$ cat config.mk
export PLATFORM = sky130hd
export DESIGN_NAME = ibqm_mul
export DESIGN_NICKNAME = d
export VERILOG_FILES = /design/src/design/ibqm_pkg.sv /design/src/design/ibqm_mul.sv
export SDC_FILE = /design/constraint.sdc
export NUM_CORES = 2
export LEC_CHECK = 0
export BUFFER_PORTS_ARGS = -buffer_cell sky130_fd_sc_hd__buf_4
export CORE_MARGIN = 8
export CORE_UTILIZATION = 35
export CTS_BUF_LIST = sky130_fd_sc_hd__clkbuf_4 sky130_fd_sc_hd__clkbuf_8
export CTS_CLUSTER_DIAMETER = 120
export DETAILED_ROUTE_END_ITERATION = 12
export PLACE_DENSITY = 0.51
export REMOVE_ABC_BUFFERS = 1
export SYNTH_ARGS = -nofsm -noshare
export SYNTH_HDL_FRONTEND = slang
export SYNTH_SLANG_ARGS = --single-unit
$ cat constraint.sdc
create_clock -name clock -period 11.35 [get_ports clock]
set_input_delay 2.27 -clock clock [delete_from_list [all_inputs] [get_ports clock]]
set_output_delay 2.27 -clock clock [all_outputs]
set_load 0.005 [all_outputs]
$ cat src/design/ibqm_pkg.sv
// Shared constants, types, step table and saturating helpers for the quad map.
`default_nettype none
package ibqm_pkg;

   localparam int unsigned MAX_ITERATIONS = 10;
   localparam int unsigned ITER_W = $clog2(MAX_ITERATIONS + 1);
   localparam int unsigned FN = 30;       // normalized coordinate fraction bits
   localparam int unsigned FC = 22;       // corner and Jacobian fraction bits
   localparam int unsigned FOUT = 15;     // FN - 16 + 1 for the grid scale
   localparam int unsigned DIV_W = 64 + FN;
   localparam int unsigned DIV_CNT_W = $clog2(DIV_W);

   localparam logic signed [63:0] SMAX = 64'sh7FFF_FFFF_FFFF_FFFF;
   localparam logic signed [63:0] RES_LIMIT = 64'sd1152921;
   localparam logic signed [63:0] ONE_N = 64'sd1 <<< FN;
   localparam logic signed [63:0] OUT_MAX = 64'sd281474976710655;
   localparam logic signed [63:0] OUT_MIN = -64'sd281474976710656;

   typedef logic signed [63:0] val_type;

   // request to the shared multiplier
   typedef struct packed {
      logic       start;
      logic [5:0] shift;
   } mul_req_type;

   // operand sources
   localparam logic [4:0] OP_X   = 5'd0;
   localparam logic [4:0] OP_Y   = 5'd1;
   localparam logic [4:0] OP_A   = 5'd2;
   localparam logic [4:0] OP_B   = 5'd3;
   localparam logic [4:0] OP_C   = 5'd4;
   localparam logic [4:0] OP_D   = 5'd5;
   localparam logic [4:0] OP_XY  = 5'd6;
   localparam logic [4:0] OP_P   = 5'd7;
   localparam logic [4:0] OP_Q   = 5'd8;
   localparam logic [4:0] OP_DX  = 5'd9;
   localparam logic [4:0] OP_DY  = 5'd10;
   localparam logic [4:0] OP_CX  = 5'd11;
   localparam logic [4:0] OP_CY  = 5'd12;
   localparam logic [4:0] OP_J1X = 5'd13;
   localparam logic [4:0] OP_J1Y = 5'd14;
   localparam logic [4:0] OP_K1X = 5'd15;
   localparam logic [4:0] OP_K1Y = 5'd16;
   localparam logic [4:0] OP_GW  = 5'd17;
   localparam logic [4:0] OP_GH  = 5'd18;
   localparam logic [4:0] OP_X1  = 5'd19;
   localparam logic [4:0] OP_Y1  = 5'd20;

   // accumulate bases
   localparam logic [3:0] BS_ZERO = 4'd0;
   localparam logic [3:0] BS_J1X  = 4'd1;
   localparam logic [3:0] BS_J1Y  = 4'd2;
   localparam logic [3:0] BS_K1X  = 4'd3;
   localparam logic [3:0] BS_K1Y  = 4'd4;
   localparam logic [3:0] BS_T    = 4'd5;
   localparam logic [3:0] BS_P    = 4'd6;
   localparam logic [3:0] BS_Q    = 4'd7;
   localparam logic [3:0] BS_P0   = 4'd8;
   localparam logic [3:0] BS_Q0   = 4'd9;

   // destinations
   localparam logic [3:0] DS_A   = 4'd0;
   localparam logic [3:0] DS_B   = 4'd1;
   localparam logic [3:0] DS_C   = 4'd2;
   localparam logic [3:0] DS_D   = 4'd3;
   localparam logic [3:0] DS_XY  = 4'd4;
   localparam logic [3:0] DS_T   = 4'd5;
   localparam logic [3:0] DS_DET = 4'd6;
   localparam logic [3:0] DS_P   = 4'd7;
   localparam logic [3:0] DS_Q   = 4'd8;
   localparam logic [3:0] DS_OX  = 4'd9;
   localparam logic [3:0] DS_OY  = 4'd10;

   // steps with follow-up actions
   localparam logic [4:0] ST_FIRST = 5'd0;
   localparam logic [4:0] ST_DET   = 5'd6;
   localparam logic [4:0] ST_DXN   = 5'd14;
   localparam logic [4:0] ST_DYN   = 5'd16;
   localparam logic [4:0] ST_SQ0   = 5'd17;
   localparam logic [4:0] ST_SQ    = 5'd18;
   localparam logic [4:0] ST_OY    = 5'd20;

   typedef struct packed {
      logic [4:0] a_sel;
      logic [4:0] b_sel;
      logic [3:0] base_sel;
      logic       sub;
      logic [5:0] shift;
      logic [3:0] dest;
   } step_type;

   // one multiply-accumulate per step: dest = base +/- (a*b >> shift)
   function automatic step_type step_info(input logic [4:0] s);
      step_type r;
      case (s)
         5'd0:  r = '{OP_Y,   OP_CX, BS_J1X, 1'b0, 6'(FN),   DS_A};
         5'd1:  r = '{OP_X,   OP_CX, BS_J1Y, 1'b0, 6'(FN),   DS_B};
         5'd2:  r = '{OP_Y,   OP_CY, BS_K1X, 1'b0, 6'(FN),   DS_C};
         5'd3:  r = '{OP_X,   OP_CY, BS_K1Y, 1'b0, 6'(FN),   DS_D};
         5'd4:  r = '{OP_X,   OP_Y,  BS_ZERO, 1'b0, 6'(FN),  DS_XY};
         5'd5:  r = '{OP_A,   OP_D,  BS_ZERO, 1'b0, 6'(FC),  DS_T};
         5'd6:  r = '{OP_C,   OP_B,  BS_T,   1'b1, 6'(FC),   DS_DET};
         5'd7:  r = '{OP_J1X, OP_X,  BS_P0,  1'b1, 6'(FN),   DS_P};
         5'd8:  r = '{OP_J1Y, OP_Y,  BS_P,   1'b1, 6'(FN),   DS_P};
         5'd9:  r = '{OP_CX,  OP_XY, BS_P,   1'b1, 6'(FN),   DS_P};
         5'd10: r = '{OP_K1X, OP_X,  BS_Q0,  1'b1, 6'(FN),   DS_Q};
         5'd11: r = '{OP_K1Y, OP_Y,  BS_Q,   1'b1, 6'(FN),   DS_Q};
         5'd12: r = '{OP_CY,  OP_XY, BS_Q,   1'b1, 6'(FN),   DS_Q};
         5'd13: r = '{OP_D,   OP_P,  BS_ZERO, 1'b0, 6'(FC),  DS_T};
         5'd14: r = '{OP_B,   OP_Q,  BS_T,   1'b1, 6'(FC),   DS_T};
         5'd15: r = '{OP_A,   OP_Q,  BS_ZERO, 1'b0, 6'(FC),  DS_T};
         5'd16: r = '{OP_C,   OP_P,  BS_T,   1'b1, 6'(FC),   DS_T};
         5'd17: r = '{OP_DX,  OP_DX, BS_ZERO, 1'b0, 6'd0,    DS_T};
         5'd18: r = '{OP_DY,  OP_DY, BS_T,   1'b0, 6'd0,     DS_T};
         5'd19: r = '{OP_X1,  OP_GW, BS_ZERO, 1'b0, 6'(FOUT), DS_OX};
         5'd20: r = '{OP_Y1,  OP_GH, BS_ZERO, 1'b0, 6'(FOUT), DS_OY};
         default: r = '{OP_X, OP_X, BS_ZERO, 1'b0, 6'd0, DS_T};
      endcase
      return r;
   endfunction

   // clamp a 65-bit sum to +-SMAX
   function automatic val_type sat65(input logic signed [64:0] v);
      val_type r;
      if (v > 65'(SMAX)) r = SMAX;
      else if (v < -65'(SMAX)) r = -SMAX;
      else r = v[63:0];
      return r;
   endfunction

   function automatic val_type sat_add(input val_type a, input val_type b);
      logic signed [64:0] s;
      s = 65'(a) + 65'(b);
      return sat65(s);
   endfunction

   function automatic logic [63:0] mag64(input val_type a);
      logic [63:0] r;
      r = a[63] ? (64'd0 - 64'(a)) : 64'(a);
      return r;
   endfunction

endpackage
`default_nettype wire

$ cat src/design/ibqm_mul.sv
// Shared multiplier: exact 64x64 magnitude product from four 32x32 partials, shift, saturate.
`default_nettype none
module ibqm_mul (
   input  wire                    clock,
   input  wire                    reset,
   input  ibqm_pkg::mul_req_type  req,
   input  ibqm_pkg::val_type      op_a,
   input  ibqm_pkg::val_type      op_b,
   output logic                   done,
   output ibqm_pkg::val_type      result
);

   logic [63:0]  ua_ff, ub_ff;
   logic         neg_ff;
   logic [5:0]   sh_ff;
   logic [127:0] acc_ff, acc_in;
   logic [2:0]   cnt_ff;
   logic         busy_ff, done_ff;
   ibqm_pkg::val_type res_ff, res_in;

   logic [31:0]  pa, pb;
   logic [63:0]  pp;
   logic [127:0] pp_w, sh_w;
   logic [63:0]  mag_w;

   // partial product for the current pass
   always_comb begin
      pa = cnt_ff[1] ? ua_ff[63:32] : ua_ff[31:0];
      pb = cnt_ff[0] ? ub_ff[63:32] : ub_ff[31:0];
      pp = 64'(pa) * 64'(pb);
      case ({cnt_ff[1], cnt_ff[0]})
         2'b00:   pp_w = 128'(pp);
         2'b11:   pp_w = 128'(pp) << 64;
         default: pp_w = 128'(pp) << 32;
      endcase
      acc_in = acc_ff + pp_w;
   end

   // shift, truncate toward zero, saturate, apply sign
   always_comb begin
      sh_w = acc_ff >> sh_ff;
      if (sh_w[127:64] != 64'd0 || sh_w[63]) mag_w = 64'(ibqm_pkg::SMAX);
      else mag_w = sh_w[63:0];
      res_in = neg_ff ? -ibqm_pkg::val_type'(mag_w) : ibqm_pkg::val_type'(mag_w);
   end

   always_ff @(posedge clock) begin
      if (reset) begin
         busy_ff <= 1'b0;
         done_ff <= 1'b0;
         cnt_ff  <= 3'd0;
      end else begin
         done_ff <= 1'b0;
         if (req.start) begin
            ua_ff   <= ibqm_pkg::mag64(op_a);
            ub_ff   <= ibqm_pkg::mag64(op_b);
            neg_ff  <= op_a[63] ^ op_b[63];
            sh_ff   <= req.shift;
            acc_ff  <= 128'd0;
            cnt_ff  <= 3'd0;
            busy_ff <= 1'b1;
         end else if (busy_ff) begin
            if (cnt_ff == 3'd4) begin
               res_ff  <= res_in;
               done_ff <= 1'b1;
               busy_ff <= 1'b0;
            end else begin
               acc_ff <= acc_in;
               cnt_ff <= cnt_ff + 3'd1;
            end
         end
      end
   end

   assign done   = done_ff;
   assign result = res_ff;

endmodule
`default_nettype wire

# [Word level (Yosys, flattened, before mapping)]
# Index checks and enable logic that the tools add are counted.
[totals] reg_bits=332 word_cells=49
[classes] mul=1 n_reduce_logical=10 n_addsub=5 shift=1 eq_ne=3 n_bitwise=5 n_mux=13
[op_table] operator="128-bit 2-to-1 mux" count=2
[op_table] operator="128-bit case mux with 2 select lines" count=1
[op_table] operator="128-bit adder" count=1
[op_table] operator="64-bit 2-to-1 mux" count=2
[op_table] operator="128-bit by 6-bit >> shifter with 128-bit output" count=1
[op_table] operator="1-bit by 64-bit subtractor with 64-bit output, first input constant" count=2
[op_table] operator="63-bit 2-to-1 mux" count=2
[op_table] operator="32-bit by 32-bit multiplier with 64-bit output" count=1
[op_table] operator="32-bit 2-to-1 mux" count=2
[op_table] operator="64-bit negator" count=1
[op_table] operator="64-bit nonzero test" count=1
[op_table] operator="1-bit 2-to-1 mux" count=4
[op_table] operator="1-bit NOT" count=4
[op_table] operator="2-bit AND reduction" count=2
[op_table] operator="4-bit AND reduction" count=1
[op_table] operator="3-bit by 1-bit adder with 3-bit output, second input constant" count=1
[op_table] operator="3-bit == test, second input constant" count=1
[op_table] operator="3-bit AND reduction" count=1
[op_table] operator="3-bit OR reduction" count=1
[op_table] operator="2-bit == test, second input constant" count=1
[op_table] operator="2-bit logical NOT" count=1
[op_table] operator="2-bit inequality test, second input constant" count=1
[op_table] operator="2-bit nonzero test" count=1
[op_table] operator="2-bit OR reduction" count=1
[op_table] operator="2 further kinds" count=2

# [Depth between registers and ports, before layout]
[logic_depth] word_depth=6 mapped_depth=47 depth_no_buf=42

# [Worst setup path after synthesis]
# Ideal clock, no wire load.
[synth_path] path_kind="register -> register" start="register cnt_ff[0]" end="register acc_ff[126] (data pin)" setup_time_ps=266 t_arrival_ps=12154 setup_slack_ps=-1069 required_ps=11084 stages_incl_launch_ff=44 path_cell_list="dfxtp_1 clkbuf_1 clkbuf_1 mux2i_1 clkbuf_1 nor2_1 fa_1 fa_1 fa_1 inv_1 fa_1 inv_1 fa_1 inv_1 fa_1 inv_1 fa_1 fa_1 (+8 left out) o21ai_0 a21oi_1 o311ai_0 xnor2_1 o22ai_1 ha_1 nand4_1 nor4bb_1 nand4_1 o211ai_1 nor4_1 a2111oi_0 nor2_1 o41ai_1 o21bai_1 o41ai_1 xnor2_1 nor2_1"
[synth_between] elab_chain_len=6 word_cells_on_any_way=8 cone_classes="1 x add/sub; 1 x mul; 1 x eq/ne; 4 x mux; 1 x reduce/logical"
[synth_lines] element="start, declared" line="ibqm_mul.sv:17" source="logic [2:0] cnt_ff;"
[synth_lines] element="start signal, assigned" line="ibqm_mul.sv:69" source="cnt_ff <= cnt_ff + 3'd1;"
[synth_lines] element="32-bit 2-to-1 mux" line="ibqm_mul.sv:29" source="pb = cnt_ff[0] ? ub_ff[63:32] : ub_ff[31:0];"
[synth_lines] element="32-bit by 32-bit multiplier with 64-bit output" line="ibqm_mul.sv:30" source="pp = 64'(pa) * 64'(pb);"
[synth_lines] element="128-bit case mux with 2 select lines *" line="ibqm_mul.sv:31" source="case ({cnt_ff[1], cnt_ff[0]})"
[synth_lines] element="128-bit adder *" line="ibqm_mul.sv:36" source="acc_in = acc_ff + pp_w;"
[synth_lines] element="128-bit 2-to-1 mux *" line="ibqm_mul.sv:63" source="if (cnt_ff == 3'd4) begin"
[synth_lines] element="128-bit 2-to-1 mux *" line="ibqm_mul.sv:62" source="end else if (busy_ff) begin"
[synth_lines] element="end signal, assigned" line="ibqm_mul.sv:68" source="acc_ff <= acc_in;"
[synth_lines] element="end, declared" line="ibqm_mul.sv:16" source="logic [127:0] acc_ff, acc_in;"
# Every way passes the cells marked *; elsewhere a longest branch is shown, timed or not. The select of a mux whose other input is x is not followed.
# A chain may end at the register's enable or synchronous reset.

# [Final worst setup path]
[layout_path] start="register cnt_ff[1]" end="register acc_ff[95] (data pin)"
[layout_between] elab_chain_len=6 word_cells_on_any_way=8 cone_classes="1 x add/sub; 1 x mul; 1 x eq/ne; 4 x mux; 1 x reduce/logical"
[layout_lines] element="32-bit 2-to-1 mux" line="ibqm_mul.sv:28" source="pa = cnt_ff[1] ? ua_ff[63:32] : ua_ff[31:0];"
[layout_lines] element="32-bit by 32-bit multiplier with 64-bit output" line="ibqm_mul.sv:30"
[layout_lines] element="128-bit case mux with 2 select lines *" line="ibqm_mul.sv:31"
[layout_lines] element="128-bit adder *" line="ibqm_mul.sv:36"
[layout_lines] element="128-bit 2-to-1 mux *" line="ibqm_mul.sv:63"
[layout_lines] element="128-bit 2-to-1 mux *" line="ibqm_mul.sv:62"
# Marked as above.

==> results.md <==
Yosys:
- Of the post-synthesis cell area, the dominant cell type holds 26.9%.
- After technology mapping, the gate count stands at roughly 7300.
- Yosys mapped the design onto 90 distinct sky130hd cell types.
- In this run the cell area of the synthesized design comes to 0.0668 mm^2.
- The leading register cell type out of synthesis is sky130_fd_sc_hd__edfxtp_1.
- For this run, asynchronously set or reset flops after synthesis account for 0%.
- The biggest area contributor in the post-synthesis netlist is sky130_fd_sc_hd__fa_1.
- After synthesis, flip-flops and latches occupy approximately 15% of the total area.
- The number of register bits inferred by synthesis is 332.
- The synthesized design contains approximately 330 enable-type register cells.
- By area the synthesized netlist is led by sky130_fd_sc_hd__fa_1 (27%), sky130_fd_sc_hd__edfxtp_1 (15%), sky130_fd_sc_hd__ha_1 (7.5%).
- The number of warnings reported in the yosys synthesis log is 0.
- The synthesized area divided by synthesized cell count is ~9.1 um^2.

Worst setup path:
- The nature of the critical path startpoint is a register.
- STA puts the critical path data arrival time at 12100 ps.
- The critical path ends at acc_ff[95].
- The worst-case reg-to-reg path depth is 46.
- The peak fanout along the critical path is 7.
- The sort of element at the end of the critical path is a register.
- The critical path's slowest cell is sky130_fd_sc_hd__fa_1.
- The maximum single-stage delay on the critical path is 580 ps.
- The worst register-to-register path begins at cnt_ff[1].
- Counting both buffers and inverters, the worst setup path holds a total of 13.
- The critical path crosses 46 cells after its start point.
- Tracing the worst setup path back leads to its startpoint at cnt_ff[1].
- At the worst endpoint, the required time is 11850 ps.
- The type of the worst setup path is reg2reg.
- The critical register-to-register path endpoint is acc_ff[95].
- The setup slack of the most critical reg-to-reg path is -260 ps.
- The cell that appears most often on the critical path is sky130_fd_sc_hd__fa_1.
- The kind of cell adding the most delay to the critical path is adder cells.

Drt:
- The DRC violations left is 0.
- The count of TritonRoute iterations in the first routing pass is 7.
- The vias per cell is 5.39.
- Dividing the detail-routed wire length by the instance count gives 24.6 um.
- The first-iteration detailed-routing DRC count is 4236.
- Across all layers, the routed design uses 59600 vias.
- After detailed routing, the total wire length is between 200000 and 300000 um.
- The count of nets left with antenna violations once routing finished came out at 0.

Cells and area:
- The final layout net count is 9914.
- The sequential cells in the finished layout cover a total of 0.00993 mm^2.
- After routing the design area is 0.0846 mm^2.
- Leaving out fill and tap cells, the most frequent cell in the layout is sky130_fd_sc_hd__buf_4.
- In the layout the commonest cells are sky130_fd_sc_hd__buf_4 (1337), sky130_fd_sc_hd__inv_1 (906), sky130_fd_sc_hd__nor2_1 (902).
- The area taken by multi-input logic gates is roughly 0.054 mm^2.
- Counting the fill cells in the layout gives 18600.
- The growth of design area from synthesis to finish is 26.6%.
- The share of final-layout standard cells stronger than drive strength 1 is between 20% and 30%.

Timing:
- On the final layout, the worst clock skew is 69.6 ps.
- The final critical path time including I/O delays and setup is 11610 ps.
- For the final routed database, the setup TNS stands at -4230 ps.
- The number of failing hold endpoints at the final stage is 0.
- The worst-case setup margin in the final layout is -257 ps.
- In this run the tightest slew margin relative to its limit is between 10% and 20%.
- Setup repair after global routing could not meet its margin everywhere.
- The max-slew violation count came to 0.
- Derived from the worst setup path, the maximum achievable clock frequency is 86.2 MHz.
- At the pin with the least slew margin, the transition time is between 1000 and 1500 ps.
- The final number of setup-violating endpoints is 32.
- The ratio of final minimum period to clock period is 102%.

Placement:
- The placer congestion estimate is 0.974.
- Buffers placed on the I/O ports in this run total roughly 200.
- The placed cell area is 0.0794 mm^2.
- The HPWL after detailed placement is 229000 um.
- The worst setup timing slack at the placement stage is -1500 ps.

GRT:
- The via count of the first global-routing pass came to 61900.
- The global-route congestion overflow total is 0.
- Entering global routing, the biggest net connects 129 pins.
- The number of antenna violations at the first check in global routing is 2.
- The first global-routing pass estimated 401000 um of wire.
- Across every metal layer, demand over resource in global routing totals 25.9%.

Floorplan:
- For this design the top-level I/O count stands at about 200.
- The initial utilization of the core area, before any placement, comes to between 30% and 40%.
- The area of the die is around 0.21 mm^2.
- The number of rows in the core area is 160.
- The total area inside the core boundary comes to about 0.19 mm^2.
- The x dimension of the die is about 450 um.
- The die is between 400 and 500 um tall.

Clocking:
- The cell chosen for the clock root is sky130_fd_sc_hd__clkbuf_8.
- Clock latency on the worst-skew pair, taken at its later pin, is about 830 ps.
- TritonCTS built the clock tree.
- CTS built an H-tree with a depth of 3.
- The number of buffers created by CTS is 68.
- The number of sinks on the clock net is 332.
- Clock-pin slew was measured on the worst setup and hold paths at 60 ps.
- The number of buffers between clock root and the deepest sink is 3.

Hold path:
- The min-delay analysis places its worst path in the category reg2reg.
- The number of cells traversed by the worst hold path is 2.

Flow run:
- Max-cap violations in this run came to 0.

Outcome:
- The checks that failed: negative setup slack.
- The run finished, with violations left.
[metrics by stage]
step                hold slack, ps  instances  util (%)
floorplan                      458       6911         -
global route                   627      11000      44.5
finish                         576      11000      44.5
CTS                            576      11000      44.1
global placement               565      10800      41.8
detailed placement             557      10800      41.8
[per-layer routing]
layer  routed length [um]  part of all wire [%]  global-route usage, %  vias up
li1                     -                     -                      -    27100
met4                16300                   6.0                   12.6        0
met3                14700                   5.4                   3.43      510
met5                    0                     0                      0        -
met1               110000                    41                   32.4    30000
met2               131000                    48                   44.2     1920
[sequential cells by signal (all words and copies together), names as in the netlist, 3 cells and up]
| register | cells |
|---|---|
| sh_ff | 6 |
| acc_ff | 128 |
| ua_ff | 64 |
| cnt_ff | 3 |
| result | 64 |
| ub_ff | 64 |
[cells in the mapped netlist, types with 9 or more instances]
master	n
sky130_fd_sc_hd__o21ai_0	259
sky130_fd_sc_hd__a21boi_0	10
sky130_fd_sc_hd__nor2_1	935
sky130_fd_sc_hd__or2_2	18
sky130_fd_sc_hd__nand4_1	69
sky130_fd_sc_hd__o21a_1	29
sky130_fd_sc_hd__buf_2	23
sky130_fd_sc_hd__fa_1	897
sky130_fd_sc_hd__o22ai_1	22
sky130_fd_sc_hd__mux4_2	214
sky130_fd_sc_hd__xnor2_1	247
sky130_fd_sc_hd__o32ai_1	10
sky130_fd_sc_hd__a211oi_1	31
sky130_fd_sc_hd__a31oi_1	28
sky130_fd_sc_hd__mux2i_1	157
sky130_fd_sc_hd__buf_4	10
sky130_fd_sc_hd__or3_1	32
sky130_fd_sc_hd__and2_1	76
sky130_fd_sc_hd__mux2_2	131
sky130_fd_sc_hd__or4_1	25
sky130_fd_sc_hd__ha_1	402
sky130_fd_sc_hd__and4_1	11
sky130_fd_sc_hd__o31ai_1	60
sky130_fd_sc_hd__a2111oi_0	9
sky130_fd_sc_hd__nor4_1	37
sky130_fd_sc_hd__a22oi_1	26
sky130_fd_sc_hd__o211ai_1	17
sky130_fd_sc_hd__edfxtp_1	327
sky130_fd_sc_hd__nand2_1	822
sky130_fd_sc_hd__and3_1	39
sky130_fd_sc_hd__o41ai_1	33
sky130_fd_sc_hd__o21bai_1	46
sky130_fd_sc_hd__nor3_1	95
sky130_fd_sc_hd__buf_1	52
sky130_fd_sc_hd__nand2b_1	42
sky130_fd_sc_hd__a21o_1	137
sky130_fd_sc_hd__xor2_1	72
sky130_fd_sc_hd__nand3_1	73
sky130_fd_sc_hd__buf_6	14
sky130_fd_sc_hd__a21oi_1	301
sky130_fd_sc_hd__nor2b_1	26
sky130_fd_sc_hd__inv_1	929
sky130_fd_sc_hd__o221ai_1	9
sky130_fd_sc_hd__clkbuf_1	323
sky130_fd_sc_hd__a22o_1	57
[layout make-up]
| cell class | count | area share (%) |
|---|---|---|
| Multi-Input combinational cell | 5647 | 63.6 |
| Timing Repair Buffer | 1497 | 15.1 |
| Sequential cell | 332 | 11.7 |
| Inverter | 932 | 4.14 |
| Tap cell | 2511 | 3.71 |
| Clock buffer | 85 | 1.26 |
| Clock inverter | 36 | 0.393 |
| Antenna cell | 7 | 0.0207 |
[tightest hold or removal path, cell delays in order, from the launching register on]
cell and delay, ps:
sky130_fd_sc_hd__dfxtp_1 320, sky130_fd_sc_hd__xor2_1 150, sky130_fd_sc_hd__nor3_1 50
[worst min path at each step]
stage               slack [ps]  startpoint         to
finish                     580   cnt_ff[2]  cnt_ff[2]
global route               630   cnt_ff[2]  cnt_ff[2]
CTS                        580   cnt_ff[2]  cnt_ff[2]
detailed placement         560   cnt_ff[2]  cnt_ff[2]
global placement           560   cnt_ff[2]  cnt_ff[2]
floorplan                  460     busy_ff       done
[logic make-up (layout without fill, tap and decap cells)]
group | Yosys count | after routing | share of synthesized area [%]
AO/OA/AOI/OAI | 1186 | 1186 | 11.6
XOR/XNOR | 319 | 319 | 4.18
adder cells (fa/ha/maj) | 1299 | 1299 | 34.4
buffers and inverters | 1356 | 2550 | 7.88
flip-flops | 332 | 332 | 14.8
multiplexers | 502 | 502 | 11.8
other | 0 | 7 | 0
AND/OR/NAND/NOR | 2341 | 2341 | 15.3
[timing repair]
action                                  in CTS  in global routing
hold buffers                                 0                  0
cloned                                      11                  0
resized for setup                          343                140
buffers inserted                           126                 36
endpoints found under the setup margin      63                 66
pin swaps                                  171                111
Power is not shown: default switching activity piles up to over one toggle a cycle in this logic, so the estimate is an artifact.
