==> src/design/ibqm_pkg.sv <==
// Shared constants, types, step table and saturating helpers for the quad map.
`default_nettype none
package ibqm_pkg;

   localparam int unsigned MAX_ITERATIONS = 10;
   localparam int unsigned ITER_W = $clog2(MAX_ITERATIONS + 1);
   localparam int unsigned FN = 30;       // normalized coordinate fraction bits
   localparam int unsigned FC = 22;       // corner and Jacobian fraction bits
   localparam int unsigned FOUT = 15;     // FN - 16 + 1 for the grid scale
   localparam int unsigned DIV_W = 64 + FN;
   localparam int unsigned DIV_CNT_W = $clog2(DIV_W);

   localparam logic signed [63:0] SMAX = 64'sh7FFF_FFFF_FFFF_FFFF;
   localparam logic signed [63:0] RES_LIMIT = 64'sd1152921;
   localparam logic signed [63:0] ONE_N = 64'sd1 <<< FN;
   localparam logic signed [63:0] OUT_MAX = 64'sd281474976710655;
   localparam logic signed [63:0] OUT_MIN = -64'sd281474976710656;

   typedef logic signed [63:0] val_type;

   // request to the shared multiplier
   typedef struct packed {
      logic       start;
      logic [5:0] shift;
   } mul_req_type;

   // operand sources
   localparam logic [4:0] OP_X   = 5'd0;
   localparam logic [4:0] OP_Y   = 5'd1;
   localparam logic [4:0] OP_A   = 5'd2;
   localparam logic [4:0] OP_B   = 5'd3;
   localparam logic [4:0] OP_C   = 5'd4;
   localparam logic [4:0] OP_D   = 5'd5;
   localparam logic [4:0] OP_XY  = 5'd6;
   localparam logic [4:0] OP_P   = 5'd7;
   localparam logic [4:0] OP_Q   = 5'd8;
   localparam logic [4:0] OP_DX  = 5'd9;
   localparam logic [4:0] OP_DY  = 5'd10;
   localparam logic [4:0] OP_CX  = 5'd11;
   localparam logic [4:0] OP_CY  = 5'd12;
   localparam logic [4:0] OP_J1X = 5'd13;
   localparam logic [4:0] OP_J1Y = 5'd14;
   localparam logic [4:0] OP_K1X = 5'd15;
   localparam logic [4:0] OP_K1Y = 5'd16;
   localparam logic [4:0] OP_GW  = 5'd17;
   localparam logic [4:0] OP_GH  = 5'd18;
   localparam logic [4:0] OP_X1  = 5'd19;
   localparam logic [4:0] OP_Y1  = 5'd20;

   // accumulate bases
   localparam logic [3:0] BS_ZERO = 4'd0;
   localparam logic [3:0] BS_J1X  = 4'd1;
   localparam logic [3:0] BS_J1Y  = 4'd2;
   localparam logic [3:0] BS_K1X  = 4'd3;
   localparam logic [3:0] BS_K1Y  = 4'd4;
   localparam logic [3:0] BS_T    = 4'd5;
   localparam logic [3:0] BS_P    = 4'd6;
   localparam logic [3:0] BS_Q    = 4'd7;
   localparam logic [3:0] BS_P0   = 4'd8;
   localparam logic [3:0] BS_Q0   = 4'd9;

   // destinations
   localparam logic [3:0] DS_A   = 4'd0;
   localparam logic [3:0] DS_B   = 4'd1;
   localparam logic [3:0] DS_C   = 4'd2;
   localparam logic [3:0] DS_D   = 4'd3;
   localparam logic [3:0] DS_XY  = 4'd4;
   localparam logic [3:0] DS_T   = 4'd5;
   localparam logic [3:0] DS_DET = 4'd6;
   localparam logic [3:0] DS_P   = 4'd7;
   localparam logic [3:0] DS_Q   = 4'd8;
   localparam logic [3:0] DS_OX  = 4'd9;
   localparam logic [3:0] DS_OY  = 4'd10;

   // steps with follow-up actions
   localparam logic [4:0] ST_FIRST = 5'd0;
   localparam logic [4:0] ST_DET   = 5'd6;
   localparam logic [4:0] ST_DXN   = 5'd14;
   localparam logic [4:0] ST_DYN   = 5'd16;
   localparam logic [4:0] ST_SQ0   = 5'd17;
   localparam logic [4:0] ST_SQ    = 5'd18;
   localparam logic [4:0] ST_OY    = 5'd20;

   typedef struct packed {
      logic [4:0] a_sel;
      logic [4:0] b_sel;
      logic [3:0] base_sel;
      logic       sub;
      logic [5:0] shift;
      logic [3:0] dest;
   } step_type;

   // one multiply-accumulate per step: dest = base +/- (a*b >> shift)
   function automatic step_type step_info(input logic [4:0] s);
      step_type r;
      case (s)
         5'd0:  r = '{OP_Y,   OP_CX, BS_J1X, 1'b0, 6'(FN),   DS_A};
         5'd1:  r = '{OP_X,   OP_CX, BS_J1Y, 1'b0, 6'(FN),   DS_B};
         5'd2:  r = '{OP_Y,   OP_CY, BS_K1X, 1'b0, 6'(FN),   DS_C};
         5'd3:  r = '{OP_X,   OP_CY, BS_K1Y, 1'b0, 6'(FN),   DS_D};
         5'd4:  r = '{OP_X,   OP_Y,  BS_ZERO, 1'b0, 6'(FN),  DS_XY};
         5'd5:  r = '{OP_A,   OP_D,  BS_ZERO, 1'b0, 6'(FC),  DS_T};
         5'd6:  r = '{OP_C,   OP_B,  BS_T,   1'b1, 6'(FC),   DS_DET};
         5'd7:  r = '{OP_J1X, OP_X,  BS_P0,  1'b1, 6'(FN),   DS_P};
         5'd8:  r = '{OP_J1Y, OP_Y,  BS_P,   1'b1, 6'(FN),   DS_P};
         5'd9:  r = '{OP_CX,  OP_XY, BS_P,   1'b1, 6'(FN),   DS_P};
         5'd10: r = '{OP_K1X, OP_X,  BS_Q0,  1'b1, 6'(FN),   DS_Q};
         5'd11: r = '{OP_K1Y, OP_Y,  BS_Q,   1'b1, 6'(FN),   DS_Q};
         5'd12: r = '{OP_CY,  OP_XY, BS_Q,   1'b1, 6'(FN),   DS_Q};
         5'd13: r = '{OP_D,   OP_P,  BS_ZERO, 1'b0, 6'(FC),  DS_T};
         5'd14: r = '{OP_B,   OP_Q,  BS_T,   1'b1, 6'(FC),   DS_T};
         5'd15: r = '{OP_A,   OP_Q,  BS_ZERO, 1'b0, 6'(FC),  DS_T};
         5'd16: r = '{OP_C,   OP_P,  BS_T,   1'b1, 6'(FC),   DS_T};
         5'd17: r = '{OP_DX,  OP_DX, BS_ZERO, 1'b0, 6'd0,    DS_T};
         5'd18: r = '{OP_DY,  OP_DY, BS_T,   1'b0, 6'd0,     DS_T};
         5'd19: r = '{OP_X1,  OP_GW, BS_ZERO, 1'b0, 6'(FOUT), DS_OX};
         5'd20: r = '{OP_Y1,  OP_GH, BS_ZERO, 1'b0, 6'(FOUT), DS_OY};
         default: r = '{OP_X, OP_X, BS_ZERO, 1'b0, 6'd0, DS_T};
      endcase
      return r;
   endfunction

   // clamp a 65-bit sum to +-SMAX
   function automatic val_type sat65(input logic signed [64:0] v);
      val_type r;
      if (v > 65'(SMAX)) r = SMAX;
      else if (v < -65'(SMAX)) r = -SMAX;
      else r = v[63:0];
      return r;
   endfunction

   function automatic val_type sat_add(input val_type a, input val_type b);
      logic signed [64:0] s;
      s = 65'(a) + 65'(b);
      return sat65(s);
   endfunction

   function automatic logic [63:0] mag64(input val_type a);
      logic [63:0] r;
      r = a[63] ? (64'd0 - 64'(a)) : 64'(a);
      return r;
   endfunction

endpackage
`default_nettype wire

==> src/design/ibqm_div.sv <==
// Restoring divider, one quotient bit per cycle: (num * 2^FN) / den, saturated.
`default_nettype none
module ibqm_div (
   input  wire                clock,
   input  wire                reset,
   input  wire                start,
   input  ibqm_pkg::val_type  num,
   input  ibqm_pkg::val_type  den,
   output logic               done,
   output ibqm_pkg::val_type  quot
);

   localparam int unsigned DW = ibqm_pkg::DIV_W;
   localparam int unsigned CW = ibqm_pkg::DIV_CNT_W;

   logic [DW-1:0] dvd_ff, q_ff;
   logic [64:0]   rem_ff, rem_sh, rem_in;
   logic [63:0]   ud_ff;
   logic          neg_ff, busy_ff, done_ff, qbit;
   logic [CW-1:0] cnt_ff;
   logic [63:0]   qmag;

   // one restoring step
   always_comb begin
      rem_sh = {rem_ff[63:0], dvd_ff[DW-1]};
      qbit   = (rem_sh >= {1'b0, ud_ff});
      rem_in = qbit ? (rem_sh - {1'b0, ud_ff}) : rem_sh;
   end

   always_ff @(posedge clock) begin
      if (reset) begin
         busy_ff <= 1'b0;
         done_ff <= 1'b0;
         cnt_ff  <= '0;
      end else begin
         done_ff <= 1'b0;
         if (start) begin
            dvd_ff  <= DW'(ibqm_pkg::mag64(num)) << ibqm_pkg::FN;
            ud_ff   <= ibqm_pkg::mag64(den);
            neg_ff  <= num[63] ^ den[63];
            rem_ff  <= 65'd0;
            q_ff    <= '0;
            cnt_ff  <= '0;
            busy_ff <= 1'b1;
         end else if (busy_ff) begin
            rem_ff <= rem_in;
            dvd_ff <= dvd_ff << 1;
            q_ff   <= {q_ff[DW-2:0], qbit};
            cnt_ff <= cnt_ff + CW'(1);
            if (cnt_ff == CW'(DW - 1)) begin
               busy_ff <= 1'b0;
               done_ff <= 1'b1;
            end
         end
      end
   end

   // saturate the quotient and apply sign
   always_comb begin
      if (q_ff[DW-1:63] != '0) qmag = 64'(ibqm_pkg::SMAX);
      else qmag = q_ff[63:0];
      quot = neg_ff ? -ibqm_pkg::val_type'(qmag) : ibqm_pkg::val_type'(qmag);
   end

   assign done = done_ff;

endmodule
`default_nettype wire

==> config.mk <==
export PLATFORM = sky130hd
export DESIGN_NAME = ibqm_div
export DESIGN_NICKNAME = d
export VERILOG_FILES = /design/src/design/ibqm_pkg.sv /design/src/design/ibqm_div.sv
export SDC_FILE = /design/constraint.sdc
export NUM_CORES = 1
export LEC_CHECK = 0
export BUFFER_PORTS_ARGS = -buffer_cell sky130_fd_sc_hd__buf_2
export CORE_MARGIN = 4
export CORE_UTILIZATION = 29
export DETAILED_ROUTE_END_ITERATION = 6
export GPL_TIMING_DRIVEN = 0
export PLACE_DENSITY = 0.42
export SYNTH_ARGS = -nofsm -noshare
export SYNTH_HDL_FRONTEND = slang
export SYNTH_SLANG_ARGS = --single-unit
==> constraint.sdc <==
create_clock -name clock -period 14 [get_ports clock]
set_input_delay 0.7 -clock clock [delete_from_list [all_inputs] [get_ports clock]]
set_output_delay 0.7 -clock clock [all_outputs]
set_load 0.03 [all_outputs]
### Word-level counts from Yosys, hierarchy flattened

Index checks and enable logic that the tools add are counted.

* output and inout bits: 65
* input bits: 131
* logic and storage cells: 39
* flip-flop bits (word level): 325

* reduce and logical (&&, ||, !) cells: 6
* bitwise operators: 3
* multiplexer cells: 13
* add/sub/neg operators: 5
* magnitude comparators: 1
* equality and inequality tests: 1

Operators with widths (number)
* 64-bit 2-to-1 mux: 5
* 94-bit 2-to-1 mux: 3
* 1-bit by 64-bit subtractor with 64-bit output (first input constant): 2
* 65-bit by 64-bit >= comparator with 1-bit output: 1
* 64-bit negation: 1
* 64-bit subtractor: 1
* 63-bit 2-to-1 mux: 1
* 31-bit nonzero test: 1
* 7-bit by 1-bit adder with 7-bit output (second input constant): 1
* 7-bit == test (second input constant): 1
* 1-bit 2-to-1 mux: 4
* 2-bit AND reduction: 2
* 3-bit OR reduction: 1
* 1-bit inverter: 2
* 2-bit nonzero test: 1
* 2-bit OR reduction: 1
* 1-bit bitwise XOR: 1

### Longest topological paths before layout

Gate-level depths: netlist of run 1.

* depth after elaboration: 4
* mapped depth: 19
* depth with buffers taken out: 15

### Worst setup path before layout of run 1

OpenSTA, ideal clock, no wires.

* path kind: input port to flip-flop
* start: input start
* end: register dvd_ff[30] (enable)
* slack: 2699 ps
* library setup time: 808 ps
* data required time: 13192 ps
* arrival: 10493 ps
* cell stages on the path: 4
* path buffers: 2
* cell sequence: clkbuf_1 > clkbuf_1 > nor2_1 > nor2_1

* cells in the longest elaborated chain, start to end: 2

RTL lines
* from (decl): line ibqm_div.sv:6 `input wire start,`
* 2-bit nonzero test (no line)
* 2-bit AND reduction (no line)
* to (signal assigned): line ibqm_div.sv:38 `dvd_ff <= DW'(ibqm_pkg::mag64(num)) << ibqm_pkg::FN;`
* to (signal assigned): line ibqm_div.sv:47 `dvd_ff <= dvd_ff << 1;`
* to (decl): line ibqm_div.sv:16 `logic [DW-1:0] dvd_ff, q_ff;`

No other way between the ends.
A chain may end at the register's enable or synchronous reset.

### Final worst setup path of run 1

* start: register q_ff[72]
* end: output quot[58]

* cells in the longest elaborated chain, start to end: 4

RTL lines
* from (decl): line ibqm_div.sv:16
* from (signal assigned): line ibqm_div.sv:48 `q_ff <= {q_ff[DW-2:0], qbit};`
* 31-bit nonzero test (*): line ibqm_div.sv:60 `if (q_ff[DW-1:63] != '0) qmag = 64'(ibqm_pkg::SMAX);`
* 64-bit 2-to-1 mux (*): line ibqm_div.sv:60
* 64-bit negation: line ibqm_div.sv:62 `quot = neg_ff ? -ibqm_pkg::val_type'(qmag) : ibqm_pkg::val_type'(qmag);`
* 64-bit 2-to-1 mux (*): line ibqm_div.sv:62
* to (decl): line ibqm_div.sv:10 `output ibqm_pkg::val_type quot`

Mark *: on every way between the ends. The rest lies on a longest branch, timed or not.

==> run summary, run 1 <==
# IOs -> 196
HP Start -> den[0]
Pwr Density -> 119.0 nW/um2
CP required -> 13300 ps
reg-to-reg endpoint -> rem_ff[11]$_SDFFCE_PP0P_
status -> complete, no violations
post-synth top area share -> 43.39%
register area share after synthesis -> 44.30%
share of layout cells above drive strength 1 -> 12.71%
measured slew at the worst slew-check pin -> 1143 ps
worst setup path end -> quot[58]
pin count of the biggest net entering global routing -> 35
die area -> 72740 um2
Setup WS pre-CTS -> 7073 ps
max_slew headroom -> 23.81%
mapped cell area -> 19860 um2
setup repair after global routing missed its margin -> false
Die X -> 269.7 um
GRT Util Overall -> 16.78%
Final Skew -> 15.41 ps
Reg2Reg Depth -> 13
wire length per cell -> 19.36 um
Gate Count Post-Synth -> 2139
maximum fanout along the worst path -> 10
syn avg cell area -> 9.285 um2
CP Launch Type -> register
Max Cap Viol -> 0
critical path data arrival time -> 6840 ps
syn nets -> 2340
post_cts resized -> 0
LEAKAGE -> 8.631 nW
final hold viol count -> 0
number of global-route vias before repair -> 16780
ys flop type -> edfxtp_1
crit path kind -> reg -> out
Tmin final -> 7537 ps
core area -> 67510 um2
Overall Power -> 2.780 mW
Rows -> 95
asr flop ratio synth -> 0%
Critical Path Sink Type -> output pin
Syn. warnings -> 0
H-tree Lvls -> 2
Initial Util -> 29.42%
clock slew seen by the registers of the worst setup and hold paths -> 60 ps
clk buf depth -> 3
Finish-stage setup viols -> 0
Antenna Violating Nets Remaining -> 0
Via Count -> 17040
total wire length -> 63530 um
total CTS buffers -> 39
Max VDD drop -> 69.26 uV
Hold Crit Class -> in -> reg
Port Buffers -> 192
max-slew violations -> 0
initial drt markers -> 1184
Die Span Y -> 269.7 um
ranking of synthesized cells by area -> edfxtp_1, xor2_1, a21oi_1
launch point of the worst reg-to-reg path -> rem_ff[5]$_SDFFCE_PP0P_
TritonCTS clock tree -> yes
global-route wire length before repair -> 97840 um
GP Congestion -> 0.8713
clk root buf -> clkbuf_16
# clock sinks -> 296
post-route insts no fill -> 3282
Synth cell types -> 73
Worst Setup SP -> q_ff[72]$_SDFFCE_PP0P_
vias per cell -> 5.191
nets@finish -> 2583
post-route clock period utilization -> 53.84%
post-route setup slack -> 6463 ps
initial antenna violation count -> 1
Seq cells post-synth -> 296
cts hold-fix bufs -> 0
Synth area leader -> edfxtp_1
Worst-Skew Late Latency -> 560 ps
EDFF count, synth -> 287
r2r setup slk -> 9050 ps
first-pass iteration count of the detailed router -> 7
Cells after DPL -> 3214
post-CTS setup buffers -> 0
total grt overflow -> 0
Post-route DRC -> 0
Area Growth Syn to Fin -> 17.58%
DP HPWL -> 48520 um
Max Fclk -> 132.7 MHz
-- cell usage in the layout, fill, tap and decap left out, drive strengths merged, types with 9 or more instances in the layout --
cell,count
o311ai,24
nor2,202
o31ai,50
o21a,13
clkinv,15
nand2,225
a31oi,9
edfxtp,287
nor3,37
or2,16
a21oi,181
a211oi,28
nand2b,17
and3,9
or4,21
a21o,27
nand3,40
nor2b,102
or3,54
dfxtp,9
inv,93
ha,69
xor2,108
clkbuf,144
nand4,31
o21ai,122
o21bai,13
nor4,31
o41ai,15
xnor2,101
buf,217
-- layer usage --
metal  up-vias  track usage, %  share of wire, %
met5         -               0                 0
met4         0           4.868               2.6
met2       419           28.14                47
li1       8293               -                 -
met3        89           2.374               4.3
met1      8236           22.61                46
-- worst max-delay path: stages, from the launching register on --
cell and delay [ps]:
edfxtp_1 370, nor4_1 340, nand4_1 220, or2_2 370
clkbuf_1 270, clkbuf_1 310, clkbuf_1 380, nor2_1 240
ha_1 190, nor3b_1 330, nand2_1 210, or3_1 460
nor4b_1 850, nand4bb_1 160, clkbuf_1 290, nor2_1 360
nand2_1 140, nor4_1 270, o21ai_0 110, o311ai_0 120
buf_2 260
-- synthesized netlist by cell type, types with 9 or more instances --
cell / instances
xor2_1: 108
o311ai_0: 24
nand2b_1: 15
o41ai_1: 14
nand2_1: 225
or4_1: 17
and3_1: 9
nor4_1: 30
buf_2: 10
o21bai_1: 13
a21oi_1: 181
or3_1: 51
nand4_1: 31
a31oi_1: 9
nor2_1: 202
clkbuf_1: 99
edfxtp_1: 287
dfxtp_1: 9
nor2b_1: 102
nand3_1: 40
a211oi_1: 28
o21a_1: 13
nor3_1: 37
a21o_1: 27
o21ai_0: 119
xnor2_1: 101
ha_1: 69
or2_2: 11
inv_1: 90
o31ai_1: 45
-- cells by family (layout without fill, tap and decap cells) --
family	after synthesis	count (layout)	synth area share [%]
AOI/OAI and AO/OA	541	541	17.38
xor gates and xnor gates	209	209	9.216
adders and majority gates	70	70	4.448
buffers and inverters	205	474	3.937
DFF	296	296	44.30
muxes	5	5	0.2709
other	0	1	0
and+or+nand+nor	813	813	20.45
-- power by group --
| part | total [mW] | switching, mW | internal, mW | leakage [nW] |
|---|---|---|---|---|
| Combinational | 0.699 | 0.446 | 0.253 | 5.20 |
| Clock | 0.979 | 0.396 | 0.583 | 0.596 |
| Sequential | 1.10 | 0.0376 | 1.06 | 2.83 |
| Total | 2.78 | 0.880 | 1.90 | 8.63 |
-- state kept, by name (all words and copies together), names as in the netlist --
name and cells:
ud_ff 64, busy_ff 1, done 1, cnt_ff 7
dvd_ff 64, q_ff 94, rem_ff 64, neg_ff 1
-- stage by stage --
stage	hold slack [ps]	TNS [ps]	cell area [um2]	utilization, %
2_1_floorplan	458.4	0	19860	-
3_3_place_gp	473.1	-729030	21910	32.46
3_5_place_dp	485.1	0	22140	32.79
4_1_cts	316.4	0	23350	34.59
5_1_grt	343.8	0	23350	34.59
6_report	364.9	0	23350	34.59
-- layout make-up --
type | count | area [um2]
buffer | 114 | 440.4
timing repair buffer | 202 | 1169
multi-input combinational | 1638 | 10300
clock inverter | 22 | 215.2
fill | 7048 | 44160
tap | 873 | 1092
antenna | 1 | 2.502
sequential | 296 | 8798
inverter | 91 | 341.6
clock buffer | 45 | 998.5
-- how the worst min path moves through the flow --
| stage | end | cells after the start |
|---|---|---|
| 6_report | ud_ff[0]$_DFFE_PP_ | 1 |
| 5_1_grt | ud_ff[0]$_DFFE_PP_ | 1 |
| 4_1_cts | ud_ff[0]$_DFFE_PP_ | 1 |
| 3_5_place_dp | cnt_ff[6]$_SDFFE_PP0P_ | 2 |
| 3_3_place_gp | cnt_ff[6]$_SDFFE_PP0P_ | 2 |
| 2_1_floorplan | cnt_ff[6]$_SDFFE_PP0P_ | 2 |
Note: power is estimated with default switching activity, not from simulation.
==> run 2: changes to the inputs <==
--- a/config.mk
+++ b/config.mk
@@ -5,12 +5,13 @@
 export SDC_FILE = /design/constraint.sdc
 export NUM_CORES = 1
 export LEC_CHECK = 0
+export ABC_AREA = 1
 export BUFFER_PORTS_ARGS = -buffer_cell sky130_fd_sc_hd__buf_2
 export CORE_MARGIN = 4
 export CORE_UTILIZATION = 29
 export DETAILED_ROUTE_END_ITERATION = 6
 export GPL_TIMING_DRIVEN = 0
-export PLACE_DENSITY = 0.42
+export PLACE_DENSITY = 0.43
 export SYNTH_ARGS = -nofsm -noshare
 export SYNTH_HDL_FRONTEND = slang
 export SYNTH_SLANG_ARGS = --single-unit
==> constraint.sdc (replaced) <==
create_clock -name clock -period 6.7 [get_ports clock]
set_input_delay 0.335 -clock clock [delete_from_list [all_inputs] [get_ports clock]]
set_output_delay 0.335 -clock clock [all_outputs]
set_load 0.03 [all_outputs]
==> run 2 against run 1 <==
Against the previous run: register-to-register slack worse by 5800 ps; largest power group unchanged; global-route usage up 2.5 points; die area up 15%; area after synthesis grew 16%; worst setup slack worse by 4600 ps; count of clock-buffer cells in the layout unchanged; critical endpoint is now quot[28]; core utilization down 0.25 points; final area grew 15%.
==> run summary, run 2 <==
DP HPWL -> 67430 um (was 48520 um)
syn avg cell area -> 7.003 um2 (was 9.285 um2)
first-pass iteration count of the detailed router -> 5 (was 7)
Area Growth Syn to Fin -> 16.60% (was 17.58%)
Die Span Y -> 289.4 um (was 269.7 um)
max_slew headroom -> 35.55% (was 23.81%)
Seq cells post-synth -> 296 (unchanged)
die area -> 83750 um2 (was 72740 um2)
number of global-route vias before repair -> 21100 (was 16780)
mapped cell area -> 22960 um2 (was 19860 um2)
crit path kind -> reg -> out (unchanged)
Critical Path Sink Type -> output pin (unchanged)
Largest Register -> q_ff (unchanged)
Max VDD drop -> 164.0 uV (was 69.26 uV)
critical-path cell list -> nor2_1, nand2_1, nor2_1, nand2_1, nor2_2, buf_6, buf_4, buf_2, inv_1, nor2_1, ha_1, inv_1, nor2_1, nand3_2, nor2_4, nand3_2, nor2_2, o21ai_0, xor2_1, buf_2 (was nor4_1, nand4_1, or2_2, clkbuf_1, clkbuf_1, clkbuf_1, nor2_1, ha_1, nor3b_1, nand2_1, or3_1, nor4b_1, nand4bb_1, clkbuf_1, nor2_1, nand2_1, nor4_1, o21ai_0, o311ai_0, buf_2)
Pwr Density -> 235.3 nW/um2 (was 119.0 nW/um2)
r2r setup slk -> 3250 ps (was 9050 ps)
LEAKAGE -> 11.89 nW (was 8.631 nW)
clock slew seen by the registers of the worst setup and hold paths -> 60 ps (about the same)
syn nets -> 3480 (was 2340)
core area -> 77980 um2 (was 67510 um2)
clk root buf -> clkbuf_16 (unchanged)
Multi-input gate area -> 11860 um2 (was 10300 um2)
register area share after synthesis -> 38.32% (was 44.30%)
slowest cell delay on critical path -> 380 ps (was 850 ps)
critical path data arrival time -> 4530 ps (was 6840 ps)
Finish-stage setup viols -> 0 (unchanged)
Worst-Skew Late Latency -> 570 ps (was 560 ps)
synth cell count leaders -> nand2_1, nor2_1, inv_1, edfxtp_1, o21ai_0 (was edfxtp_1, nand2_1, nor2_1, a21oi_1, o21ai_0)
share of layout cells above drive strength 1 -> 9.462% (was 12.71%)
CP Launch Type -> register (unchanged)
final hold viol count -> 0 (unchanged)
Tmin final -> 4866 ps
highest-delay cell along the critical path -> edfxtp_1 (was nor4b_1)
Max Fclk -> 205.5 MHz
max reg flops -> 94 (unchanged)
nets@finish -> 3727 (was 2583)
Max Cap Viol -> 0 (unchanged)
post-CTS setup buffers -> 0 (unchanged)
ranking of synthesized cells by area -> edfxtp_1, nand2_1, nor2_1 (was edfxtp_1, xor2_1, a21oi_1)
H-tree Lvls -> 2 (unchanged)
final core utilization -> 34.34% (was 34.59%)
wire length per cell -> 17.90 um (was 19.36 um)
total CTS buffers -> 39 (unchanged)
cell repeated most along the worst path -> nor2_1 (was clkbuf_1)
initial drt markers -> 1384 (was 1184)
CP required -> 6360 ps (was 13300 ps)
Antenna Violating Nets Remaining -> 0 (unchanged)
# IOs -> 196 (unchanged)
post-route insts no fill -> 4591 (was 3282)
Die X -> 289.4 um (was 269.7 um)
most frequent cells in the layout -> nand2_1, nor2_1, inv_1 (was edfxtp_1, nand2_1, buf_2)
clk buf depth -> 3 (unchanged)
hold path cells -> 3 (was 1)
GP Congestion -> 0.9621 (was 0.8713)
Post-route DRC -> 0 (unchanged)
ys flop type -> edfxtp_1 (unchanged)
pin count of the biggest net entering global routing -> 34 (was 35)
setup repair after global routing missed its margin -> false (unchanged)
Rows -> 102 (was 95)
# clock sinks -> 296 (unchanged)
most common cell after layout, fill and taps aside -> nand2_1 (was edfxtp_1)
TritonCTS clock tree -> yes (unchanged)
FILL cells -> 8553 (was 7048)
Gate Count Post-Synth -> 3279 (was 2139)
GRT Util Overall -> 19.24% (was 16.78%)
Cells after DPL -> 4524 (was 3214)
post-synth top area share -> 37.53% (was 43.39%)
asr flop ratio synth -> 0% (unchanged)
Reg2Reg Depth -> 13 (unchanged)
status -> complete, no violations (unchanged)
Final Skew -> 27.46 ps (was 15.41 ps)
Initial Util -> 29.45% (was 29.42%)
count leader, synth -> nand2_1 (was edfxtp_1)
Via Count -> 21640 (was 17040)
Port Buffers -> 194 (was 192)
post-route clock period utilization -> 72.62%
EDFF count, synth -> 287 (unchanged)
FF/Latch Area -> 8798 um2 (unchanged)
Synth cell types -> 48 (was 73)
measured slew at the worst slew-check pin -> 966.8 ps (was 1143 ps)
total wire length -> 82180 um (was 63530 um)
initial antenna violation count -> 0 (was 1)
total grt overflow -> 0 (unchanged)
# diodes -> 0 (was 1)
Synth area leader -> edfxtp_1 (unchanged)
global-route wire length before repair -> 124500 um (was 97840 um)
max-slew violations -> 0 (unchanged)
Syn. warnings -> 0 (unchanged)
vias per cell -> 4.714 (was 5.191)
maximum fanout along the worst path -> 10 (unchanged)
Hold Crit Class -> in -> reg (unchanged)
## run 2: worst paths after layout
kind / start / endpoint
setup / recovery: q_ff[84]$_SDFFCE_PP0P_ / quot[28]
hold / removal: num[0] / dvd_ff[30]$_SDFFCE_PN0P_
setup reg to reg: dvd_ff[93]$_DFFE_PP_ / rem_ff[56]$_SDFFCE_PP0P_
hold reg to reg: cnt_ff[6]$_SDFFE_PP0P_ / cnt_ff[6]$_SDFFE_PP0P_
## run 2: power by group
part           switching [mW]  internal, mW
clock                   0.838          1.28
combinational            1.27         0.563
sequential             0.0742          2.27
## run 2: what timing repair did
item	4_1_cts	5_1_grt
endpoints found under the hold margin	1	0
resized for setup	0	0
hold buffers	1	0
## run 2: per-layer routing
layer / part of all wire (%) / vias up / GRT usage, %
met5: 0 / - / 0
met2: 45 / 533 / 31.21
met1: 48 / 9929 / 27.29
met3: 4.2 / 129 / 1.841
li1: - / 11050 / -
met4: 2.8 / 0 / 5.532
## run 2: cells by family (layout without fill, tap and decap cells)
| group | count (synthesis) | after routing | share of synthesized area (%) |
|---|---|---|---|
| compound gates | 412 | 412 | 9.862 |
| buf+inv | 594 | 866 | 10.10 |
| fa+ha+maj | 70 | 70 | 3.847 |
| xor+xnor | 173 | 173 | 6.598 |
| flops | 296 | 296 | 38.32 |
| simple gates | 1734 | 1734 | 31.28 |
## run 2: worst max-delay path, delay by kind of cell, from the launching register on
kind            cells  cell delay (ps)
buf+inv             6             1170
flops               1              380
compound gates      1              160
xor+xnor            1              330
simple gates       11             1720
fa+ha+maj           1              200
## run 2: through the flow
stage	power, mW	hold WS [ps]	TNS (ps)	worst slack, ps	instance area (um2)
final	6.299	96.01	0	1834	26780
after CTS	6.374	57.44	0	1844	26780
after floorplan	3.570	422.6	0	1806	22970
after global placement	4.214	447.4	-255330	-1173	25250
after global routing	6.671	80.67	0	1508	26780
after detailed placement	4.208	445.9	0	2469	25500
## run 2: area by class of cell
type,instances,share of cell area (%)
Buffer,81,1.472
Clock buffer,45,3.808
Clock inverter,21,0.9299
Inverter,513,7.192
Multi-Input combinational cell,2389,44.31
Sequential cell,296,32.86
Tap cell,1040,4.860
Timing Repair Buffer,206,4.570
==> run 3: changes to the inputs <==
--- a/config.mk
+++ b/config.mk
@@ -5,13 +5,13 @@
 export SDC_FILE = /design/constraint.sdc
 export NUM_CORES = 1
 export LEC_CHECK = 0
-export ABC_AREA = 1
+export ABC_AREA = 0
 export BUFFER_PORTS_ARGS = -buffer_cell sky130_fd_sc_hd__buf_2
 export CORE_MARGIN = 4
 export CORE_UTILIZATION = 29
 export DETAILED_ROUTE_END_ITERATION = 6
 export GPL_TIMING_DRIVEN = 0
-export PLACE_DENSITY = 0.43
+export PLACE_DENSITY = 0.42
 export SYNTH_ARGS = -nofsm -noshare
 export SYNTH_HDL_FRONTEND = slang
 export SYNTH_SLANG_ARGS = --single-unit
==> constraint.sdc (replaced) <==
create_clock -name clock -period 4.97 [get_ports clock]
set_input_delay 0.2485 -clock clock [delete_from_list [all_inputs] [get_ports clock]]
set_output_delay 0.2485 -clock clock [all_outputs]
set_load 0.03 [all_outputs]
==> run 3 against run 2 <==
Against the previous run: sequential power rose by 33%; critical path depth fell by 3; power rose by 24%; die area fell by 13%; sequential cell count did not move; core utilization rose by 1.3 points; non-clock buffer count rose by 75; hold slack got worse by 63 ps; clock skew fell by 12 ps; clock power rose by 28%; final area fell by 10%; largest cell class unchanged; highest routed layer unchanged.
==> run summary, run 3 (synthesized netlist as in run 1, its figures left out) <==
worst-case hold slack -> 32.95 ps (was 96.01 ps)
Largest Register -> q_ff (unchanged)
Worst Setup SP -> q_ff[65]$_SDFFCE_PP0P_ (was q_ff[84]$_SDFFCE_PP0P_)
total grt overflow -> 0 (unchanged)
final hold viol count -> 0 (unchanged)
max reg flops -> 94 (unchanged)
cell repeated most along the worst path -> nor2_4 (was nor2_1)
initial drt markers -> 1103 (was 1384)
maximum fanout along the worst path -> 10 (unchanged)
Post-Layout Inst Area -> 24040 um2 (was 26780 um2)
Critical Path Sink Type -> output pin (unchanged)
measured slew at the worst slew-check pin -> 1216 ps (was 966.8 ps)
Die X -> 269.7 um (was 289.4 um)
GP Congestion -> 0.8608 (was 0.9621)
LEAKAGE -> 8.887 nW (was 11.89 nW)
share of layout cells above drive strength 1 -> 14.36% (was 9.462%)
Post-route DRC -> 0 (unchanged)
# IOs -> 196 (unchanged)
Via Count -> 17250 (was 21640)
max_slew headroom -> 18.94% (was 35.55%)
first-pass iteration count of the detailed router -> 5 (unchanged)
die area -> 72740 um2 (was 83750 um2)
Rows -> 95 (was 102)
Max Fclk -> 214.3 MHz
FILL cells -> 6960 (was 8553)
FF/Latch Area -> 8798 um2 (unchanged)
most common cell after layout, fill and taps aside -> edfxtp_1 (was nand2_1)
launch point of the worst reg-to-reg path -> dvd_ff[93]$_DFFE_PP_ (unchanged)
clk root buf -> clkbuf_16 (unchanged)
clk buf depth -> 3 (unchanged)
Tmin final -> 4666 ps
clock slew seen by the registers of the worst setup and hold paths -> 60 ps (about the same)
Worst-Skew Late Latency -> 560 ps (was 570 ps)
number of global-route vias before repair -> 17070 (was 21100)
critical-path cell list -> nor4_2, nand4_1, or2_4, clkbuf_16, nor2_4, ha_4, nor3b_4, nand2_2, or3_4, nor4b_4, nand4bb_1, clkbuf_8, nor2_4, buf_4, nand2_1, a221o_1, buf_2 (was nor2_1, nand2_1, nor2_1, nand2_1, nor2_2, buf_6, buf_4, buf_2, inv_1, nor2_1, ha_1, inv_1, nor2_1, nand3_2, nor2_4, nand3_2, nor2_2, o21ai_0, xor2_1, buf_2)
CP top delay family -> simple AND/OR/NAND/NOR gates (unchanged)
max-slew violations -> 0 (unchanged)
post-route clock period utilization -> 93.89%
GRT Util Overall -> 16.91% (was 19.24%)
initial antenna violation count -> 3 (was 0)
Max Cap Viol -> 0 (unchanged)
Port Buffers -> 192 (was 194)
Area Growth Syn to Fin -> 21.04% (was 16.60%)
DP HPWL -> 48590 um (was 67430 um)
total CTS buffers -> 39 (unchanged)
post-route insts no fill -> 3335 (was 4591)
setup TNS -> 0 ps (unchanged)
Initial Util -> 29.42% (was 29.45%)
r2r setup slk -> 480 ps (was 3250 ps)
# clock sinks -> 296 (unchanged)
CP Launch Type -> register (unchanged)
Antenna Violating Nets Remaining -> 0 (unchanged)
status -> complete, no violations (unchanged)
Finish-stage setup viols -> 0 (unchanged)
crit path kind -> reg -> out (unchanged)
Pwr Density -> 325.6 nW/um2 (was 235.3 nW/um2)
Crit path depth -> 17 (was 20)
TritonCTS clock tree -> yes (unchanged)
total wire length -> 64360 um (was 82180 um)
Cells after DPL -> 3214 (was 4524)
global-route wire length before repair -> 98900 um (was 124500 um)
HP Start -> den[11] (was num[0])
Hold Crit Class -> in -> reg (unchanged)
critical path data arrival time -> 4420 ps (was 4530 ps)
Reg2Reg Depth -> 13 (unchanged)
core area -> 67510 um2 (was 77980 um2)
hold path cells -> 2 (was 3)
Buffers & Inverters on Critical Path -> 4 (was 6)
Overall Power -> 7.827 mW (was 6.299 mW)
final core utilization -> 35.61% (was 34.34%)
slowest cell delay on critical path -> 420 ps (was 380 ps)
CP required -> 4720 ps (was 6360 ps)
post-route setup slack -> 303.6 ps (was 1834 ps)
vias per cell -> 5.172 (was 4.714)
Final Skew -> 15.79 ps (was 27.46 ps)
pin count of the biggest net entering global routing -> 35 (was 34)
nets@finish -> 2629 (was 3727)
Max VDD drop -> 195.0 uV (was 164.0 uV)
Setup WS pre-CTS -> -1478 ps (was 2469 ps)
placed inst area -> 22160 um2 (was 25500 um2)
highest-delay cell along the critical path -> edfxtp_1 (unchanged)
wire length per cell -> 19.30 um (was 17.90 um)
Die Span Y -> 269.7 um (was 289.4 um)
most frequent cells in the layout -> edfxtp_1, nand2_1, nor2_1 (was nand2_1, nor2_1, inv_1)
H-tree Lvls -> 2 (unchanged)
Multi-input gate area -> 10480 um2 (was 11860 um2)
[run 3: changes by cell type in the layout (fill, tap and decap cells not counted), sizes merged, moves of 53 or more]
cell	change
nand2	-516
o21ai	-86
nor2b	+102
or3	+53
a21oi	+64
nand3	-161
xnor2	+58
inv	-421
nor2	-460
[run 3: path summary, 6_finish.rpt]
| kind | endpoint |
|---|---|
| setup / recovery | quot[42] |
| hold / removal | ud_ff[11]$_DFFE_PP_ |
| setup reg to reg | rem_ff[60]$_SDFFCE_PP0P_ |
| hold reg to reg | cnt_ff[6]$_SDFFE_PP0P_ |
[run 3: final cells by class]
class	count	area share (%)
tap	873	4.544
sequential	296	36.60
buffer	112	1.936
antenna	3	0.03123
multi-input combinational	1638	43.58
inverter	91	1.431
clock buffer	49	4.257
timing repair buffer	250	6.865
clock inverter	23	0.7599
[run 3: worst reg2reg max path: cells and delay by family, from the launching register on]
kind | cells | cell delay (ps)
AND/OR/NAND/NOR | 1 | 200
buffers and inverters | 1 | 70
AO/OA/AOI/OAI | 8 | 2800
flip-flops | 1 | 430
XOR/XNOR | 1 | 170
adder cells (fa/ha/maj) | 2 | 620
[run 3: per-layer routing]
| metal | global-route usage, % | part of all wire (%) | vias to the layer above |
|---|---|---|---|
| met5 | 0 | 0 | - |
| met3 | 2.240 | 4.8 | 68 |
| met4 | 4.163 | 1.9 | 0 |
| met1 | 22.56 | 45 | 8359 |
| met2 | 29.11 | 48 | 431 |
| li1 | - | - | 8389 |
[run 3: power by group]
part	total [mW]	switching (mW)	internal (mW)	leakage, nW
registers	3.11	0.110	3.00	2.83
clock network	2.72	1.15	1.57	0.582
logic	2.00	1.26	0.736	5.47
total	7.83	2.52	5.31	8.89
[run 3: repair_timing]
action	in CTS	in global routing
cloned	0	0
pin swaps	14	17
endpoints found under the hold margin	34	0
endpoints found under the setup margin	27	66
gates resized for setup	43	19
hold buffers	33	0
setup buffers	14	3
